--- src/sv/bidirectional_flow_counter_table_assert.svh ---
// assertion macros for the flow counter table
`ifndef BIDIRECTIONAL_FLOW_COUNTER_TABLE_ASSERT_SVH
`define BIDIRECTIONAL_FLOW_COUNTER_TABLE_ASSERT_SVH
`ifndef NO_ASSERTIONS
`define BFCT_ASSERT(lbl, prop) \
  lbl: assert property (@(posedge clk_i) disable iff (!rst_ni) prop) \
    else $error("bfct assertion failed");
`define BFCT_ASSERT_RST(lbl, prop) \
  lbl: assert property (@(posedge clk_i) prop) \
    else $error("bfct assertion failed");
`else
`define BFCT_ASSERT(lbl, prop)
`define BFCT_ASSERT_RST(lbl, prop)
`endif
`endif

--- src/sv/bfct_pkg.sv ---
`default_nettype none
package bfct_pkg;
  localparam int BUCKETS = 256;
  localparam int WAYS    = 4;
  localparam int BKT_W   = $clog2(BUCKETS);
  localparam int WAY_W   = (WAYS > 1) ? $clog2(WAYS) : 1;
  localparam int SLOT_W  = 10;

  localparam logic [1:0] ST_FWD  = 2'd0;
  localparam logic [1:0] ST_REV  = 2'd1;
  localparam logic [1:0] ST_NEW  = 2'd2;
  localparam logic [1:0] ST_FULL = 2'd3;

  typedef struct packed {
    logic        kind;
    logic [63:0] sh;
    logic [63:0] sl;
    logic [63:0] dh;
    logic [63:0] dl;
    logic [39:0] pp;
  } tuple_t;

  typedef struct packed {
    logic [31:0] fp;
    logic [47:0] fb;
    logic [31:0] rp;
    logic [47:0] rb;
  } cnt_t;

  typedef struct packed {
    logic [WAYS-1:0]   valid;
    tuple_t [WAYS-1:0] tup;
  } tag_row_t;

  typedef cnt_t [WAYS-1:0] cnt_row_t;

  typedef struct packed {
    logic clr;
    logic load_in;
    logic rd;
    logic eval;
    logic commit;
  } cmd_t;

  typedef struct packed {
    logic clr_done;
    logic out_free;
  } sts_t;
endpackage
`default_nettype wire

--- src/sv/bfct_ctrl.sv ---
`default_nettype none
`include "bidirectional_flow_counter_table_assert.svh"
module bfct_ctrl (
  input  wire logic          clk_i,
  input  wire logic          rst_ni,
  input  wire logic          in_valid_i,
  output logic               in_ready_o,
  input  wire bfct_pkg::sts_t sts_i,
  output bfct_pkg::cmd_t     cmd_o
);
  localparam logic [2:0] S_CLR  = 3'd0;
  localparam logic [2:0] S_IDLE = 3'd1;
  localparam logic [2:0] S_RD   = 3'd2;
  localparam logic [2:0] S_CMP  = 3'd3;
  localparam logic [2:0] S_WR   = 3'd4;

  logic [2:0] state_q, state_d;

  assign in_ready_o = (state_q == S_IDLE);

  always_comb begin
    state_d = state_q;
    cmd_o   = '0;
    case (state_q)
      S_CLR: begin
        if (sts_i.clr_done) state_d = S_IDLE;
        else cmd_o.clr = 1'b1;
      end
      S_IDLE: begin
        if (in_valid_i) begin
          cmd_o.load_in = 1'b1;
          state_d = S_RD;
        end
      end
      S_RD: begin
        cmd_o.rd = 1'b1;
        state_d = S_CMP;
      end
      S_CMP: begin
        cmd_o.eval = 1'b1;
        state_d = S_WR;
      end
      S_WR: begin
        if (sts_i.out_free) begin
          cmd_o.commit = 1'b1;
          state_d = S_IDLE;
        end
      end
      default: state_d = S_CLR;
    endcase
  end

  always_ff @(posedge clk_i or negedge rst_ni) begin
    if (!rst_ni) state_q <= S_CLR;
    else state_q <= state_d;
  end

  `BFCT_ASSERT(a_accept_reads, (in_valid_i && in_ready_o) |=> (state_q == S_RD))
  `BFCT_ASSERT(a_cmp_after_rd, (state_q == S_CMP) |-> ($past(state_q) == S_RD))
  `BFCT_ASSERT_RST(a_no_accept_clr, !sts_i.clr_done |-> !in_ready_o)
endmodule
`default_nettype wire

--- config.mk ---
export PLATFORM = sky130hd
export DESIGN_NAME = bfct_ctrl
export DESIGN_NICKNAME = d
export VERILOG_FILES = /design/src/sv/bfct_pkg.sv /design/src/sv/bfct_ctrl.sv
export VERILOG_INCLUDE_DIRS = /design/src /design/src/sv
export SDC_FILE = /design/constraint.sdc
export NUM_CORES = 1
export LEC_CHECK = 0
export ABC_CLOCK_PERIOD_IN_PS = 1100
export BUFFER_PORTS_ARGS = -buffer_cell sky130_fd_sc_hd__buf_2
export CELL_PAD_IN_SITES_DETAIL_PLACEMENT = 0
export CELL_PAD_IN_SITES_GLOBAL_PLACEMENT = 2
export CORE_AREA = 5 5 42 44
export DETAILED_ROUTE_END_ITERATION = 7
export DIE_AREA = 0 0 47 49
export GPL_TIMING_DRIVEN = 0
export PLACE_DENSITY = 0.66
export SLEW_MARGIN = 20
export SYNTH_ARGS = -nofsm -noshare
export SYNTH_HDL_FRONTEND = slang
export SYNTH_SLANG_ARGS = --single-unit
--- constraint.sdc ---
create_clock -name clk_i -period 1.1 [get_ports clk_i]
set_input_delay 0.22 -clock clk_i [delete_from_list [all_inputs] [get_ports clk_i]]
set_output_delay 0.22 -clock clk_i [all_outputs]
set_load 0.02 [all_outputs]
==> results.yml <==
sta:
  rsz0062_at_grt: "true"
  fin_worst_skew_ps: 0.130
  finalSetupTns_ps: -1590
  finalCriticalPeriod_ps: 1390
  fin_ws_ps: -289
  report.final.slew_viol_count: 0
  worstMarginPinSlew_ps: 209
  max-slew-margin-rel: 0.860
  fmax_ghz: 0.720
  finalCritPeriodShare: 1.26
  hold_violations: 0
  setup_viol_count_final: 7
route:
  post_drt_wl_per_cell_um: 12.3
  ant_nets: 0
  remaining_drc_errors: 0
  dr_total_vias: 238
  wirelength_um: 690
  dr.pass1.iters: 1
  drt_iter0_markers: 0
  avgViaCountPerCell: 4.25
power_and_ir_drop:
  ir_drop_uv: 791
  leakage_nw: 0.199
  powerDensity_nw_per_um2: 2780
  p_clk_frac: 0.163
  p_comb_frac: 0.649
  power_mw: 1.19
  p_int_uw: 732
  swShare: 0.385
  p_seq_frac: 0.188
  p_sw_uw: 459
synthesis:
  syn_inst: 20
  ys_seq_area_frac: 0.355
  synth_nets: 25
  synth.most_common_cell: "dfrtp_1"
  ys_warn_count: 0
  synth_edf_count: 0
  yosysTopAreaCell: "dfrtp_1"
  ys_ff_latch: 3
  ys_top_cells_by_area: "dfrtp_1, nor4b_1, and4bb_1"
  synth_area_um2: 211
  synth_area_per_cell_um2: 10.6
  yosysUniqueCellTypes: 17
  yosys_most_used_dff: "dfrtp_1"
  synth_top_area_frac: 0.355
  synth_commonest_cells: "dfrtp_1, nor4b_1"
  async_flop_share: 1.00
global_routing:
  gr-usage-met1: 0.0863
  track_usage: 0.0685
  antenna_found_initial: 0
  met3_usage: 0.0443
  grt_first_pass_wirelength_um: 1060
  busiest_layer: "met1"
  grt_pass1_vias: 252
  grt_remaining_overflow: 0
  grt_max_degree: 11
  met2_usage: 0.0769
placement:
  dp_hpwl_um: 409
  gp_congestion: 0.739
  io_buffers: 10
final_layout:
  final_common_cell: "buf_6"
  diodes: 0
  drive_gt1_frac: 0.725
  fin_nets: 46
  layout_common_cells: "buf_6, buf_2, buf_4, clkbuf_4"
  largest_register_ffs: 3
  top_regs: "state_q: 3 flops"
  top_register: "state_q"
  syn2layout_area_growth_pct: 102
hold_path:
  worstHoldPathType: "in2reg"
clock_network:
  cts_tree: "done"
  cts_buffers: 3
  insertion_delay_ps: 230
  cts_root_buffer: "clkbuf_4"
  cts_sinks: 3
  h-tree-depth: 1
  clock_path_buffers: 2
  path_clk_slew_ps: 40
critical_path:
  crit_top_cell: "buf_6"
  critPathMaxFanout: 5
  critPathTopFamily: "flip-flops"
  slowest_delay_ps: 390
  setup.worst_path.end_class: "primary output"
  required_ps: 880
  slowest_stage: "dfrtp_1"
  path_cells: "buf_6 > and4bb_2 > buf_6"
  cp_num_buf_inv: 2
  cp.arrival_ps: 1170
  cp-start-kind: "flop"
  crit_type: "reg2out"
outcome:
  outcome: "finished, violations left"
  violations: "negative setup slack"
floorplanning:
  rows: 14
  die_h_um: 49
  io-pin-count: 11
  initial_utilization: 0.151
  die-width_um: 47
  core_area_um2: 1400
  dieArea_um2: 2300
run:
  maxCapViolations: 0
-- cell families after synthesis --
logic type	Yosys count	synth area share
and+or+nand+nor	13	0.491
buffers and inverters	2	0.0888
AOI/OAI and AO/OA	2	0.0651
DFF	3	0.355
-- stage by stage --
stage                     hold WS (ps)   util  area (µm²)  std cells  setup WS [ps]
after floorplan                  -75.6      -         223         20           -122
after global placement            16.1  0.209         293         46          -78.9
after detailed placement          15.7  0.209         293         46          -90.0
after CTS                          264  0.292         409         55           -299
after global routing               300  0.305         428         56           -338
final                              279  0.305         428         56           -289
-- worst paths after layout --
kind                             from  slack, ps  cells past startpoint         end
hold / removal             in_valid_i        280                      3  state_q[1]
hold reg to reg            state_q[0]        660                      3  state_q[1]
min in group asynchronous      rst_ni        310                      2  state_q[1]
max in group asynchronous      rst_ni        670                      2  state_q[2]
setup / recovery           state_q[1]       -290                      3    cmd_o[3]
setup reg to reg           state_q[2]        -80                      3  state_q[0]
-- area by class of cell --
type	count	area, µm²
fill	160	973
multi-input combinational	15	154
timing repair buffer	16	129
sequential	3	76.3
clock buffer	4	26.3
buffer	2	22.5
tap	16	20.0
-- tightest hold or removal path: stages --
cell and delay [ps]:
buf_2 120, nand3b_1 80, a21oi_1 50
-- what timing repair did --
action | in CTS | in global routing
hold endpoints to repair | 3 | 0
gates cloned | 1 | 0
hold buffers | 1 | 0
pin swaps | 3 | 4
setup buffers | 3 | 2
gates resized for setup | 15 | 3
setup endpoints to repair | 7 | 8
-- power by group through the flow --
stage	sequential, mW	clock (mW)	combinational (mW)
2_1_floorplan	0.198	0	0.398
3_3_place_gp	0.205	0	0.508
3_5_place_dp	0.211	0	0.524
4_1_cts	0.227	0.205	0.721
5_1_grt	0.233	0.219	0.828
6_report	0.223	0.194	0.773
-- layer usage --
layer	vias to the layer above	wire length [µm]
met2	14	273
met3	3	74
li1	114	-
met1	107	319
met4	0	22
met5	-	0
Power figures use the tool's default switching activity.
